--- src/hdl/rcpwm_pkg.sv ---
// Shared types and constants for the RC PWM throttle decoder.
package rcpwm_pkg;

	localparam int CNT_W = 16;
	localparam int WID_W = CNT_W + 1;
	localparam int THR_W = 14;
	localparam int NUM_W = 30;
	localparam int CFG_W = 16;
	localparam int CMDQ_DEPTH = 2;
	localparam int CMDQ_PTR_W = $clog2(CMDQ_DEPTH);
	localparam int CMDQ_CNT_W = $clog2(CMDQ_DEPTH + 1);
	localparam int DIV_CNT_W = $clog2(NUM_W);

	localparam logic [THR_W-1:0] FULL_SCALE = THR_W'(10000);
	localparam logic [CNT_W-1:0] NEUTRAL_WIDTH = CNT_W'(1500);

	localparam logic [1:0] LINK_DISCONNECTED = 2'd0;
	localparam logic [1:0] LINK_CONNECTED = 2'd1;
	localparam logic [1:0] LINK_LOST = 2'd2;

	localparam logic [1:0] CFG_PULSE_MIN = 2'd0;
	localparam logic [1:0] CFG_PULSE_MAX = 2'd1;
	localparam logic [1:0] CFG_TIMEOUT = 2'd2;

	localparam logic OP_EDGE = 1'b0;
	localparam logic OP_TICK = 1'b1;

	typedef enum logic [1:0] {
		CMD_TICK,
		CMD_RISE,
		CMD_FALL
	} cmd_kind_t;

	typedef struct packed {
		cmd_kind_t kind;
		logic [WID_W-1:0] width;
	} cmd_t;

	typedef struct packed {
		logic [CFG_W-1:0] pulse_min;
		logic [CFG_W-1:0] pulse_max;
		logic [CFG_W-1:0] timeout_ms;
	} cfg_t;

endpackage

--- src/hdl/rcpwm_front.sv ---
// Front part: tracks the edge phase and turns each item into a command.
module rcpwm_front (
	input  logic                       clk,
	input  logic                       arst_n,
	input  logic                       accept,
	input  logic                       op,
	input  logic [15:0]                capture_value,
	output rcpwm_pkg::cmd_t            cmd
);

	logic                          await_fall_q;
	logic [rcpwm_pkg::CNT_W-1:0]   rise_q;
	logic [rcpwm_pkg::CNT_W-1:0]   cap;
	logic [rcpwm_pkg::WID_W-1:0]   width;

	assign cap = capture_value[rcpwm_pkg::CNT_W-1:0];

	always_comb begin
		if (cap > rise_q) begin
			width = {1'b0, cap} - {1'b0, rise_q};
		end else begin
			width = {1'b1, cap} - {1'b0, rise_q};
		end
		cmd.width = width;
		if (op == rcpwm_pkg::OP_TICK) begin
			cmd.kind = rcpwm_pkg::CMD_TICK;
		end else if (await_fall_q) begin
			cmd.kind = rcpwm_pkg::CMD_FALL;
		end else begin
			cmd.kind = rcpwm_pkg::CMD_RISE;
		end
	end

	always_ff @(posedge clk or negedge arst_n) begin
		if (!arst_n) begin
			await_fall_q <= 1'b0;
			rise_q <= '0;
		end else if (accept && op == rcpwm_pkg::OP_EDGE) begin
			await_fall_q <= !await_fall_q;
			if (!await_fall_q) begin
				rise_q <= cap;
			end
		end
	end

endmodule

--- src/hdl/rcpwm_cmd_fifo.sv ---
// Short command queue between the front and back parts.
module rcpwm_cmd_fifo (
	input  logic            clk,
	input  logic            arst_n,
	input  logic            wr_en,
	input  rcpwm_pkg::cmd_t wr_data,
	output logic            full,
	input  logic            rd_en,
	output rcpwm_pkg::cmd_t rd_data,
	output logic            empty
);

	rcpwm_pkg::cmd_t                    mem_q [rcpwm_pkg::CMDQ_DEPTH];
	logic [rcpwm_pkg::CMDQ_PTR_W-1:0]   wr_ptr_q;
	logic [rcpwm_pkg::CMDQ_PTR_W-1:0]   rd_ptr_q;
	logic [rcpwm_pkg::CMDQ_CNT_W-1:0]   count_q;
	logic                               do_wr;
	logic                               do_rd;

	assign full = count_q == rcpwm_pkg::CMDQ_CNT_W'(rcpwm_pkg::CMDQ_DEPTH);
	assign empty = count_q == '0;
	assign do_wr = wr_en && !full;
	assign do_rd = rd_en && !empty;
	assign rd_data = mem_q[rd_ptr_q];

	always_ff @(posedge clk) begin
		if (do_wr) begin
			mem_q[wr_ptr_q] <= wr_data;
		end
	end

	always_ff @(posedge clk or negedge arst_n) begin
		if (!arst_n) begin
			wr_ptr_q <= '0;
			rd_ptr_q <= '0;
			count_q <= '0;
		end else begin
			if (do_wr) begin
				wr_ptr_q <= wr_ptr_q + 1'b1;
			end
			if (do_rd) begin
				rd_ptr_q <= rd_ptr_q + 1'b1;
			end
			if (do_wr && !do_rd) begin
				count_q <= count_q + 1'b1;
			end else if (do_rd && !do_wr) begin
				count_q <= count_q - 1'b1;
			end
		end
	end

endmodule

--- src/hdl/rcpwm_divider.sv ---
// Restoring serial divider, one quotient bit per cycle.
module rcpwm_divider (
	input  logic                          clk,
	input  logic                          arst_n,
	input  logic                          start,
	input  logic [rcpwm_pkg::NUM_W-1:0]   numer,
	input  logic [rcpwm_pkg::CFG_W-1:0]   denom,
	output logic                          done,
	output logic [rcpwm_pkg::THR_W-1:0]   quot
);

	logic                                 busy_q;
	logic                                 done_q;
	logic [rcpwm_pkg::DIV_CNT_W-1:0]      cnt_q;
	logic [rcpwm_pkg::NUM_W-1:0]          num_q;
	logic [rcpwm_pkg::CFG_W-1:0]          rem_q;
	logic [rcpwm_pkg::CFG_W-1:0]          den_q;
	logic [rcpwm_pkg::CFG_W:0]            rem_shift;
	logic                                 fits;

	assign rem_shift = {rem_q, num_q[rcpwm_pkg::NUM_W-1]};
	assign fits = rem_shift >= {1'b0, den_q};
	assign done = done_q;
	assign quot = num_q[rcpwm_pkg::THR_W-1:0];

	always_ff @(posedge clk or negedge arst_n) begin
		if (!arst_n) begin
			busy_q <= 1'b0;
			done_q <= 1'b0;
			cnt_q <= '0;
		end else begin
			done_q <= 1'b0;
			if (start) begin
				busy_q <= 1'b1;
				cnt_q <= rcpwm_pkg::DIV_CNT_W'(rcpwm_pkg::NUM_W - 1);
			end else if (busy_q) begin
				cnt_q <= cnt_q - 1'b1;
				if (cnt_q == '0) begin
					busy_q <= 1'b0;
					done_q <= 1'b1;
				end
			end
		end
	end

	always_ff @(posedge clk) begin
		if (start) begin
			num_q <= numer;
			rem_q <= '0;
			den_q <= denom;
		end else if (busy_q) begin
			num_q <= {num_q[rcpwm_pkg::NUM_W-2:0], fits};
			if (fits) begin
				rem_q <= rcpwm_pkg::CFG_W'(rem_shift - {1'b0, den_q});
			end else begin
				rem_q <= rem_shift[rcpwm_pkg::CFG_W-1:0];
			end
		end
	end

endmodule

--- src/hdl/rcpwm_back.sv ---
// Back part: link state, timeout, throttle computation and the result register.
module rcpwm_back (
	input  logic                          clk,
	input  logic                          arst_n,
	input  rcpwm_pkg::cfg_t               cfg,
	input  logic                          cmd_empty,
	input  rcpwm_pkg::cmd_t               cmd,
	output logic                          cmd_pop,
	input  logic                          pop,
	output logic                          empty,
	output logic [1:0]                    link_state,
	output logic                          signal_valid,
	output logic [15:0]                   pulse_width,
	output logic [13:0]                   throttle_hundredths,
	output logic                          pulse_accepted
);

	typedef enum logic {
		ST_IDLE,
		ST_DIV
	} state_t;

	state_t                            state_q;
	logic [rcpwm_pkg::CFG_W-1:0]       elapsed_q;
	logic [1:0]                        link_q;
	logic                              valid_q;
	logic [rcpwm_pkg::CNT_W-1:0]       held_q;
	logic [rcpwm_pkg::THR_W-1:0]       thr_q;

	logic                              res_valid_q;
	logic [1:0]                        res_link_q;
	logic                              res_sig_q;
	logic [rcpwm_pkg::CNT_W-1:0]       res_width_q;
	logic [rcpwm_pkg::THR_W-1:0]       res_thr_q;
	logic                              res_acc_q;

	logic [rcpwm_pkg::CFG_W-1:0]       elapsed_inc;
	logic [rcpwm_pkg::CFG_W-1:0]       n_elapsed;
	logic [1:0]                        n_link;
	logic                              n_valid;
	logic [rcpwm_pkg::CNT_W-1:0]       n_held;
	logic [rcpwm_pkg::THR_W-1:0]       n_thr;
	logic                              n_acc;
	logic [rcpwm_pkg::THR_W-1:0]       n_report;
	logic                              span_ok;
	logic                              in_range;
	logic                              issue;
	logic                              div_start;
	logic                              div_done;
	logic [rcpwm_pkg::CNT_W-1:0]       diff;
	logic [rcpwm_pkg::NUM_W-1:0]       numer;
	logic [rcpwm_pkg::CFG_W-1:0]       span;
	logic [rcpwm_pkg::THR_W-1:0]       quot;

	assign span_ok = cfg.pulse_max > cfg.pulse_min;
	assign span = cfg.pulse_max - cfg.pulse_min;
	assign in_range = cmd.width >= {1'b0, cfg.pulse_min} && cmd.width <= {1'b0, cfg.pulse_max};
	assign issue = state_q == ST_IDLE && !cmd_empty && (!res_valid_q || pop);
	assign cmd_pop = issue;
	assign div_start = issue && n_acc && span_ok;
	assign diff = cmd.width[rcpwm_pkg::CNT_W-1:0] - cfg.pulse_min;
	assign numer = rcpwm_pkg::NUM_W'(diff) * rcpwm_pkg::NUM_W'(rcpwm_pkg::FULL_SCALE);
	assign elapsed_inc = (elapsed_q == '1) ? elapsed_q : elapsed_q + 1'b1;

	always_comb begin
		n_elapsed = elapsed_q;
		n_link = link_q;
		n_valid = valid_q;
		n_held = held_q;
		n_thr = thr_q;
		n_acc = 1'b0;
		case (cmd.kind)
			rcpwm_pkg::CMD_TICK: begin
				n_elapsed = elapsed_inc;
				if (elapsed_inc > cfg.timeout_ms) begin
					n_link = rcpwm_pkg::LINK_LOST;
					n_valid = 1'b0;
					n_thr = '0;
				end
			end
			rcpwm_pkg::CMD_FALL: begin
				if (in_range) begin
					n_held = cmd.width[rcpwm_pkg::CNT_W-1:0];
					n_elapsed = '0;
					n_valid = 1'b1;
					n_link = rcpwm_pkg::LINK_CONNECTED;
					n_thr = '0;
					n_acc = 1'b1;
				end
			end
			default: begin
			end
		endcase
		n_report = (n_valid && span_ok) ? n_thr : '0;
	end

	rcpwm_divider u_div (
		.clk    (clk),
		.arst_n (arst_n),
		.start  (div_start),
		.numer  (numer),
		.denom  (span),
		.done   (div_done),
		.quot   (quot)
	);

	always_ff @(posedge clk or negedge arst_n) begin
		if (!arst_n) begin
			state_q <= ST_IDLE;
			elapsed_q <= '0;
			link_q <= rcpwm_pkg::LINK_DISCONNECTED;
			valid_q <= 1'b0;
			held_q <= rcpwm_pkg::NEUTRAL_WIDTH;
			thr_q <= '0;
			res_valid_q <= 1'b0;
			res_link_q <= rcpwm_pkg::LINK_DISCONNECTED;
			res_sig_q <= 1'b0;
			res_width_q <= '0;
			res_thr_q <= '0;
			res_acc_q <= 1'b0;
		end else begin
			if (pop && res_valid_q) begin
				res_valid_q <= 1'b0;
			end
			case (state_q)
				ST_IDLE: begin
					if (issue) begin
						elapsed_q <= n_elapsed;
						link_q <= n_link;
						valid_q <= n_valid;
						held_q <= n_held;
						thr_q <= n_thr;
						if (div_start) begin
							state_q <= ST_DIV;
						end else begin
							res_valid_q <= 1'b1;
							res_link_q <= n_link;
							res_sig_q <= n_valid;
							res_width_q <= n_held;
							res_thr_q <= n_report;
							res_acc_q <= n_acc;
						end
					end
				end
				ST_DIV: begin
					if (div_done) begin
						thr_q <= quot;
						res_valid_q <= 1'b1;
						res_link_q <= link_q;
						res_sig_q <= valid_q;
						res_width_q <= held_q;
						res_thr_q <= quot;
						res_acc_q <= 1'b1;
						state_q <= ST_IDLE;
					end
				end
				default: begin
					state_q <= ST_IDLE;
				end
			endcase
		end
	end

	assign empty = !res_valid_q;
	assign link_state = res_link_q;
	assign signal_valid = res_sig_q;
	assign pulse_width = res_width_q;
	assign throttle_hundredths = res_thr_q;
	assign pulse_accepted = res_acc_q;

endmodule

--- src/hdl/rc_pwm_throttle_decoder.sv ---
// Top level of the RC PWM throttle decoder with its configuration registers.
//
// Items enter through push/full: op selects a capture edge (0) or a one
// millisecond tick (1), and capture_value carries the timer count of an edge.
// Each item yields exactly one result, read through empty/pop: the link state,
// the valid flag, the last accepted pulse width, the throttle in hundredths of
// a percent and a flag for a pulse accepted by this item.
// A result passes through the command queue and the result register. A falling
// edge that gives an accepted width while pulse_max is above pulse_min goes
// through the serial divider, which produces one quotient bit per cycle over a
// 30-bit numerator. Other items finish from the idle state of the back part.
// A two-entry command queue sits between the edge tracking front and the back,
// so edges and ticks are taken while the divider runs or a result waits.
// When the receiver does not pop, the result register holds, the back part
// stops, the queue fills and full rises.
// Reset restores the default bounds 1000 to 2000 counts, a 100 ms timeout,
// the disconnected state and a held width of 1500 counts. The user must write
// registers via cfg_we, cfg_index and cfg_data only while idle: no interlock.
module rc_pwm_throttle_decoder (
	input  logic        clk,
	input  logic        arst_n,
	input  logic        push,
	output logic        full,
	input  logic        op,
	input  logic [15:0] capture_value,
	output logic        empty,
	input  logic        pop,
	output logic [1:0]  link_state,
	output logic        signal_valid,
	output logic [15:0] pulse_width,
	output logic [13:0] throttle_hundredths,
	output logic        pulse_accepted,
	input  logic        cfg_we,
	input  logic [1:0]  cfg_index,
	input  logic [15:0] cfg_data
);

	rcpwm_pkg::cfg_t cfg_q;
	rcpwm_pkg::cmd_t front_cmd;
	rcpwm_pkg::cmd_t back_cmd;
	logic            accept;
	logic            cmd_empty;
	logic            cmd_pop;

	assign accept = push && !full;

	always_ff @(posedge clk or negedge arst_n) begin
		if (!arst_n) begin
			cfg_q.pulse_min <= 16'd1000;
			cfg_q.pulse_max <= 16'd2000;
			cfg_q.timeout_ms <= 16'd100;
		end else if (cfg_we) begin
			case (cfg_index)
				rcpwm_pkg::CFG_PULSE_MIN: cfg_q.pulse_min <= cfg_data;
				rcpwm_pkg::CFG_PULSE_MAX: cfg_q.pulse_max <= cfg_data;
				rcpwm_pkg::CFG_TIMEOUT: cfg_q.timeout_ms <= cfg_data;
				default: begin
				end
			endcase
		end
	end

	rcpwm_front u_front (
		.clk           (clk),
		.arst_n        (arst_n),
		.accept        (accept),
		.op            (op),
		.capture_value (capture_value),
		.cmd           (front_cmd)
	);

	rcpwm_cmd_fifo u_fifo (
		.clk     (clk),
		.arst_n  (arst_n),
		.wr_en   (push),
		.wr_data (front_cmd),
		.full    (full),
		.rd_en   (cmd_pop),
		.rd_data (back_cmd),
		.empty   (cmd_empty)
	);

	rcpwm_back u_back (
		.clk                 (clk),
		.arst_n              (arst_n),
		.cfg                 (cfg_q),
		.cmd_empty           (cmd_empty),
		.cmd                 (back_cmd),
		.cmd_pop             (cmd_pop),
		.pop                 (pop),
		.empty               (empty),
		.link_state          (link_state),
		.signal_valid        (signal_valid),
		.pulse_width         (pulse_width),
		.throttle_hundredths (throttle_hundredths),
		.pulse_accepted      (pulse_accepted)
	);

endmodule

--- config.mk ---
export PLATFORM = sky130hd
export DESIGN_NAME = rc_pwm_throttle_decoder
export DESIGN_NICKNAME = d
export VERILOG_FILES = /design/src/hdl/rcpwm_pkg.sv /design/src/hdl/rcpwm_front.sv /design/src/hdl/rcpwm_cmd_fifo.sv /design/src/hdl/rcpwm_divider.sv /design/src/hdl/rcpwm_back.sv /design/src/hdl/rc_pwm_throttle_decoder.sv
export SDC_FILE = /design/constraint.sdc
export NUM_CORES = 1
export LEC_CHECK = 0
export BUFFER_PORTS_ARGS = -buffer_cell sky130_fd_sc_hd__buf_2
export CAP_MARGIN = 20
export CORE_MARGIN = 2
export CORE_UTILIZATION = 64
export CTS_CLUSTER_DIAMETER = 40
export CTS_CLUSTER_SIZE = 8
export DETAILED_ROUTE_END_ITERATION = 16
export GPL_TIMING_DRIVEN = 0
export PLACE_DENSITY = 0.8
export SYNTH_ARGS = -nofsm -noshare
export SYNTH_HDL_FRONTEND = slang
export SYNTH_HIERARCHICAL = 1
export SYNTH_SLANG_ARGS = --single-unit
--- constraint.sdc ---
create_clock -name clk -period 11.5 [get_ports clk]
set_input_delay 0.575 -clock clk [delete_from_list [all_inputs] [get_ports clk]]
set_output_delay 0.575 -clock clk [all_outputs]
set_load 0.05 [all_outputs]
======== Word level (Yosys, flattened, before mapping) ========
Memory sizes are Yosys's and may differ from the RTL's.
Index checks and enable logic that the tools add are counted.
word-level totals
  register bits ........................... 223
  latch bits .............................. 0
  bits in writable memories ............... 38
  memory bits (read-only) ................. 0
  bits of input ports ..................... 40
  output and inout port bits .............. 36
  word-level logic and storage cells ...... 158
  memories kept ........................... 1
memories
  name          words  bits a word  read ports  clocked after Yosys merged registers in  write ports  RTL line              text
  u_fifo.mem_q  2      19           1           0                                        1            rcpwm_cmd_fifo.sv:13  rcpwm_pkg::cmd_t mem_q [rcpwm_pkg::CMDQ_DEPTH];
operators by class
  add/sub/neg operators ................... 11
  multiply operators ...................... 1
  divide/modulo/power cells ............... 0
  order comparisons ....................... 6
  eq/ne operators ......................... 9
  shift operators ......................... 0
  mux-type cells .......................... 66
  bitwise operators ....................... 3
  reductions and logical operators ........ 34
operators by type and width
  cell                      count
  $mux W16                  8
  $mux W14                  7
  $pmux W14 S2              3
  $pmux W16 S2              2
  $mux W30                  2
  $gt A16 B16 Y1            3
  $sub A16 B16 Y16          3
  $ge A17 B16 Y1            2
  $mul A16 B10 Y26 const B  1
  $mux W1                   25
  $mux W2                   9
  $le A17 B16 Y1            1
  $mux W17                  1
  $sub A16 B16 Y17          1
  $sub A17 B16 Y17          1
  $add A16 B1 Y16 const B   1
  $eq A16 B16 Y1 const B    1
  $logic_and A1 B1 Y1       12
  $reduce_and A2 Y1         6
  $mux W5                   2
  $pmux W1 S2               5
  $pmux W2 S2               2
  $eq A2 B2 Y1 const B      3
  $logic_not A1 Y1          6
  other kinds (14)          23

======== Depth between registers and ports, before layout ========
  depth after elaboration ................. 10
  gate-level depth with buffers ........... 32
  mapped depth without buffers ............ 31

======== Hierarchy ========
The synthesis kept the hierarchy.
by module, submodules not included
  module                   times used  cells an instance  area an instance (um2)  sequential area each (um2)
  rcpwm_back               1           1042               9051.2                  2135.8
  rcpwm_divider            1           360                3852.4                  1876.8
  rc_pwm_throttle_decoder  1           103                1840.5                  1219.9
  rcpwm_cmd_fifo           1           78                 1566.5                  1241.2
  rcpwm_front              1           187                1514.0                  425.4

======== Worst setup path after synthesis ========
Ideal clock, no wire load.
  path type ............................... reg-to-reg
  start ................................... reg u_fifo.rd_ptr_q
  end ..................................... reg u_back/u_div/num_q[29] in the netlist's numbering, data pin
  arrival time ............................ 6.885 ns
  data required time ...................... 11.240 ns
  path slack .............................. 4.355 ns
  cell stages (with the launch flop) ...... 33
  buffers on the path ..................... 1
  clock period less this slack ............ 7.145 ns
  cell sequence ........................... dfrtp_1 buf_4 mux2_1 inv_1 ha_1 fa_1 nor2b_1 o21ai_0 nand2_1 a21oi_1 o21bai_1 xor2_1 inv_1 fa_1 inv_1 ha_1 inv_1 fa_1 inv_1 ha_1 inv_1 fa_1 inv_1 ha_1 and3_1 a2111oi_2 a221oi_1 o41a_1 a211oi_1 o41ai_1 a21oi_1 xnor2_1 mux2_2
RTL lines
  what                    RTL line              text
  start, declared         rcpwm_cmd_fifo.sv:15  logic [rcpwm_pkg::CMDQ_PTR_W-1:0] rd_ptr_q;
  start signal, assigned  rcpwm_cmd_fifo.sv:42  rd_ptr_q <= rd_ptr_q + 1'b1;
  end signal, assigned    rcpwm_divider.sv:48   num_q <= numer;
  end signal, assigned    rcpwm_divider.sv:52   num_q <= {num_q[rcpwm_pkg::NUM_W-2:0], fits};
  end, declared           rcpwm_divider.sv:15   logic [rcpwm_pkg::NUM_W-1:0] num_q;

==> results <==
- The most frequent cell on the critical path is inv_1.
- The maximum count of clock buffers along a single path is 3.
- The library cells used most frequently in the layout, excluding fill and tap cells, are inv_1 (218), ha_1 (170), dfrtp_1 (139).
- The register area share after synthesis is 38.71%.
- Counting every sink on the clock net gives 261.
- The total of fill cells in the finished design is 1951.
- The aggregate global routing overflow is 0.
- For this run, the total global-route usage over all layers was measured as 29.81%.
- The worst hold path begins at capture_value[6].
- The routed wire length per instance is 18.29 um.
- Yosys printed 6 warnings.
- The class of the most critical setup path is reg -> reg.
- Once the floorplan was initialized, standard cells occupied 64.51% of the core.
- The total setup buffers inserted after CTS is 0.
- The worst hold path depth is 3.
- The layout cell share with drive strength beyond 1 is 16.61%.
- Synthesis handed over a netlist of 1770 instances.
- The setup slack of the worst register-to-register path is 3310 ps.
- From synthesis to final layout, the design area changed by 14.18%.
- The global placer's final weighted congestion is 0.9418.
- The total vias in the final route is 13839.
- The worst pin sits at a relative slew slack of 40.11%.
- The number of antenna diodes in the final layout is 0.
- The number of global-route vias before repair is 14059.
- After routing, the total negative slack on setup checks comes to 0 ps.
- The area of the placeable core is 27630 sq um.
- The area share of the largest cell type after synthesis is 19.51%.
- The run finished with clean final reports.
- The number of enable-type register cells in the synthesized netlist is 84.
- Once the clock tree was built, the resizer swapped 0 gates to a different size.
- During I/O placement, the number of pins put on the boundary was 76.
- The worst endpoint required time is 11780 ps.
- The shortest period the worst path allows is 8191 ps.
- At the later pin of the worst-skew pair, clock insertion delay measures 560 ps.
- The post-detailed-route via-to-cell ratio is 5.973.
- Among all flip-flop cells after synthesis, the most frequent one is dfrtp_1.
- At the worst endpoint, the arrival time is 8470 ps.
- The kind of end point of the critical path is a register.
- In this run the tool buffered the top-level ports with 75 buffer cells.
- The number of hold buffers added after CTS was 1.
- The end of the worst register-to-register path is u_back/u_div/num_q[29].
- The floorplan step defined a die boundary enclosing 29200 sq um.
- The final count of hold timing violations is 0.
- In the synthesized netlist the async set-or-reset flop fraction comes to 61.69%.
- For this design, the slowest cell found on the critical path is fa_1.
- The cell sitting at the root of the clock tree is a clkbuf_16.
- Clock skew on the completed layout was measured at 35.34 ps.
- After synthesis, the mean cell area works out to 10.07 sq um.
- The nature of the critical path startpoint is a register.
- After synthesis, the cell types taking the most area are dfrtp_1 (20%), edfxtp_1 (14%), ha_1 (12%).
- The biggest area contributor in the post-synthesis netlist is dfrtp_1.
- The remaining antenna violation count after routing is 0.
- The final layout contains 2149 nets.
- For this run, design rule violations remaining after detail routing come to 0.
- The area used by multi-input combinational logic is 9702 sq um.
- Measured in cells, the most critical reg-to-reg path has a length of 32.
- The largest single stage delay on the critical path is 520 ps.
- For hold timing, the worst endpoint is u_front/rise_q[6].
- The ratio of final minimum period to clock period is 71.23%.
- The worst hold path class is in -> reg.
- For this run, the top clock speed supported by timing is 122.1 MHz.
- The pin count of the biggest net entering global routing is 125.
- The number of slew-limit violations in the final report came to 0.
- Of all nets on the critical path, the largest fanout is 10.
- The worst path setup slack after routing is 3309 ps.
- The TritonCTS clock tree is built.
- Counting both buffers and inverters, the worst setup path holds a total of 8.
- For this run, the share of the core covered by cells in the final layout is 73.66%.
- The slew at the pin closest to its max-slew limit is 898.4 ps.
- The total detailed-routing wirelength is 42.37 mm.
- The library cell used most frequently in the layout, excluding fill and tap cells, is inv_1.
- The number of rows created at floorplan is 61.
- The synthesized netlist occupies a cell area of 17820 sq um.
- The area occupied by registers is 6899 sq um.
- The first-pass GRT wire length is 69.63 mm.
- Clock-pin slew was measured on the worst setup and hold paths at 50 ps.
- For this block, the initial DRC count from the detailed router was 1087.
- The placement-stage cell area is 18780 sq um.
- Buffers inserted during clock tree synthesis total 46.
- The number of H-tree levels is 2.
- Setup repair after global routing left no endpoint under its margin.
- Setup violations remaining at the end of the flow were counted as 0.
- The post-route cell area is 20350 sq um.
- The initial antenna violation count came to 0.
- The netlist uses 87 different library cells.
- The count of TritonRoute iterations in the first routing pass is 6.
- The die height is 170.9 um.
- The x dimension of the die is 170.9 um.
- The source of the worst register-to-register timing path is u_fifo/rd_ptr_q.
- The cell type group with the largest total delay on the critical path is adder cells.
- The half-perimeter wire length of the detailed placement result is 31.31 mm.
- Max-cap violations in this run came to 0.
- The setup slack at placement is 3396 ps.
- After synthesis the netlist holds a flip-flop and latch count of 261.
==> cells by family (layout without fill, tap and decap cells) <==
kind of cell             after synthesis  in the layout  synth area share (%)
buffers and inverters                292            458                 6.942
AND/OR/NAND/NOR                      399            399                 10.84
other                                  1              4               0.02104
flip-flops                           261            261                 38.71
adder cells (fa/ha/maj)              208            208                 16.20
XOR/XNOR                              87             87                 4.275
AO/OA/AOI/OAI                        381            381                 14.25
multiplexers                         141            141                 8.767
==> state kept, by name (all words and copies together), names as in the netlist, 2 cells and up <==
signal,flops
u_back/thr_q,14
u_back/link_state,2
u_fifo/count_q,2
u_front/rise_q,16
u_back/throttle_hundredths,14
u_back/held_q,16
u_back/u_div/num_q,30
u_back/pulse_width,16
u_fifo/mem_q,38
u_back/u_div/cnt_q,5
u_back/u_div/den_q,16
u_back/u_div/rem_q,16
cfg_q,48
u_back/link_q,2
u_back/elapsed_q,16
==> worst max path at each step <==
stage / slack (ps) / cells past startpoint / end / from
2_1_floorplan: 4360 / 32 / u_back/u_div/num_q[29] / u_fifo/rd_ptr_q
3_3_place_gp: 3540 / 32 / u_back/u_div/num_q[29] / u_fifo/rd_ptr_q
3_5_place_dp: 3400 / 32 / u_back/u_div/num_q[29] / u_fifo/rd_ptr_q
4_1_cts: 3330 / 32 / u_back/u_div/num_q[29] / u_fifo/rd_ptr_q
5_1_grt: 2840 / 32 / u_back/u_div/num_q[29] / u_fifo/rd_ptr_q
6_report: 3310 / 32 / u_back/u_div/num_q[29] / u_fifo/rd_ptr_q
==> final cells by class <==
class                           count  area share, %
Multi-Input combinational cell   1220          47.67
Buffer                             74          2.060
Inverter                          218          4.021
Timing Repair Buffer               80          2.342
Sequential cell                   261          33.90
Clock buffer                       71          6.314
Tap cell                          378          2.324
Clock inverter                     15          1.371
==> per-stage QoR <==
step,hold slack (ps),std cells
6_report,244.2,2317
5_1_grt,252.4,2317
4_1_cts,230.5,2317
3_5_place_dp,475.5,2230
3_3_place_gp,468.7,2226
2_1_floorplan,279.4,1773
==> Yosys cell counts (10+ instances only) <==
cell,n
a31oi_1,11
dfrtp_1,139
mux2_2,90
nand2_1,113
nand2b_1,22
a41oi_1,16
fa_1,38
a21oi_1,91
dfstp_2,22
o21ai_0,78
nand4_1,14
a21o_1,35
xnor2_1,61
inv_1,218
nor3_1,27
ha_1,170
a211oi_1,15
dfxtp_1,16
mux2i_1,23
clkbuf_1,31
nor2b_1,21
mux2_1,27
xor2_1,26
buf_2,10
o21a_1,10
edfxtp_1,84
buf_4,23
or3_1,11
o22ai_1,28
nor2_1,99
nand3_1,46
==> worst min-delay path, delay by kind of cell <==
| kind | cells | cell delay, ps |
|---|---|---|
| AO/OA/AOI/OAI | 1 | 60 |
| AND/OR/NAND/NOR | 1 | 40 |
| buffers and inverters | 1 | 90 |
==> layer usage <==
metal | up-vias | share of wire [%] | track usage [%]
met2 | 467 | 47 | 50.20
met1 | 6717 | 42 | 38.17
met3 | 143 | 6.1 | 4.673
li1 | 6512 | - | -
met5 | - | 0 | 0
met4 | 0 | 4.4 | 13.30
Power is left out: the tool's default activity adds up to more than one toggle a clock period on the data nets, which glitch-free logic cannot reach.
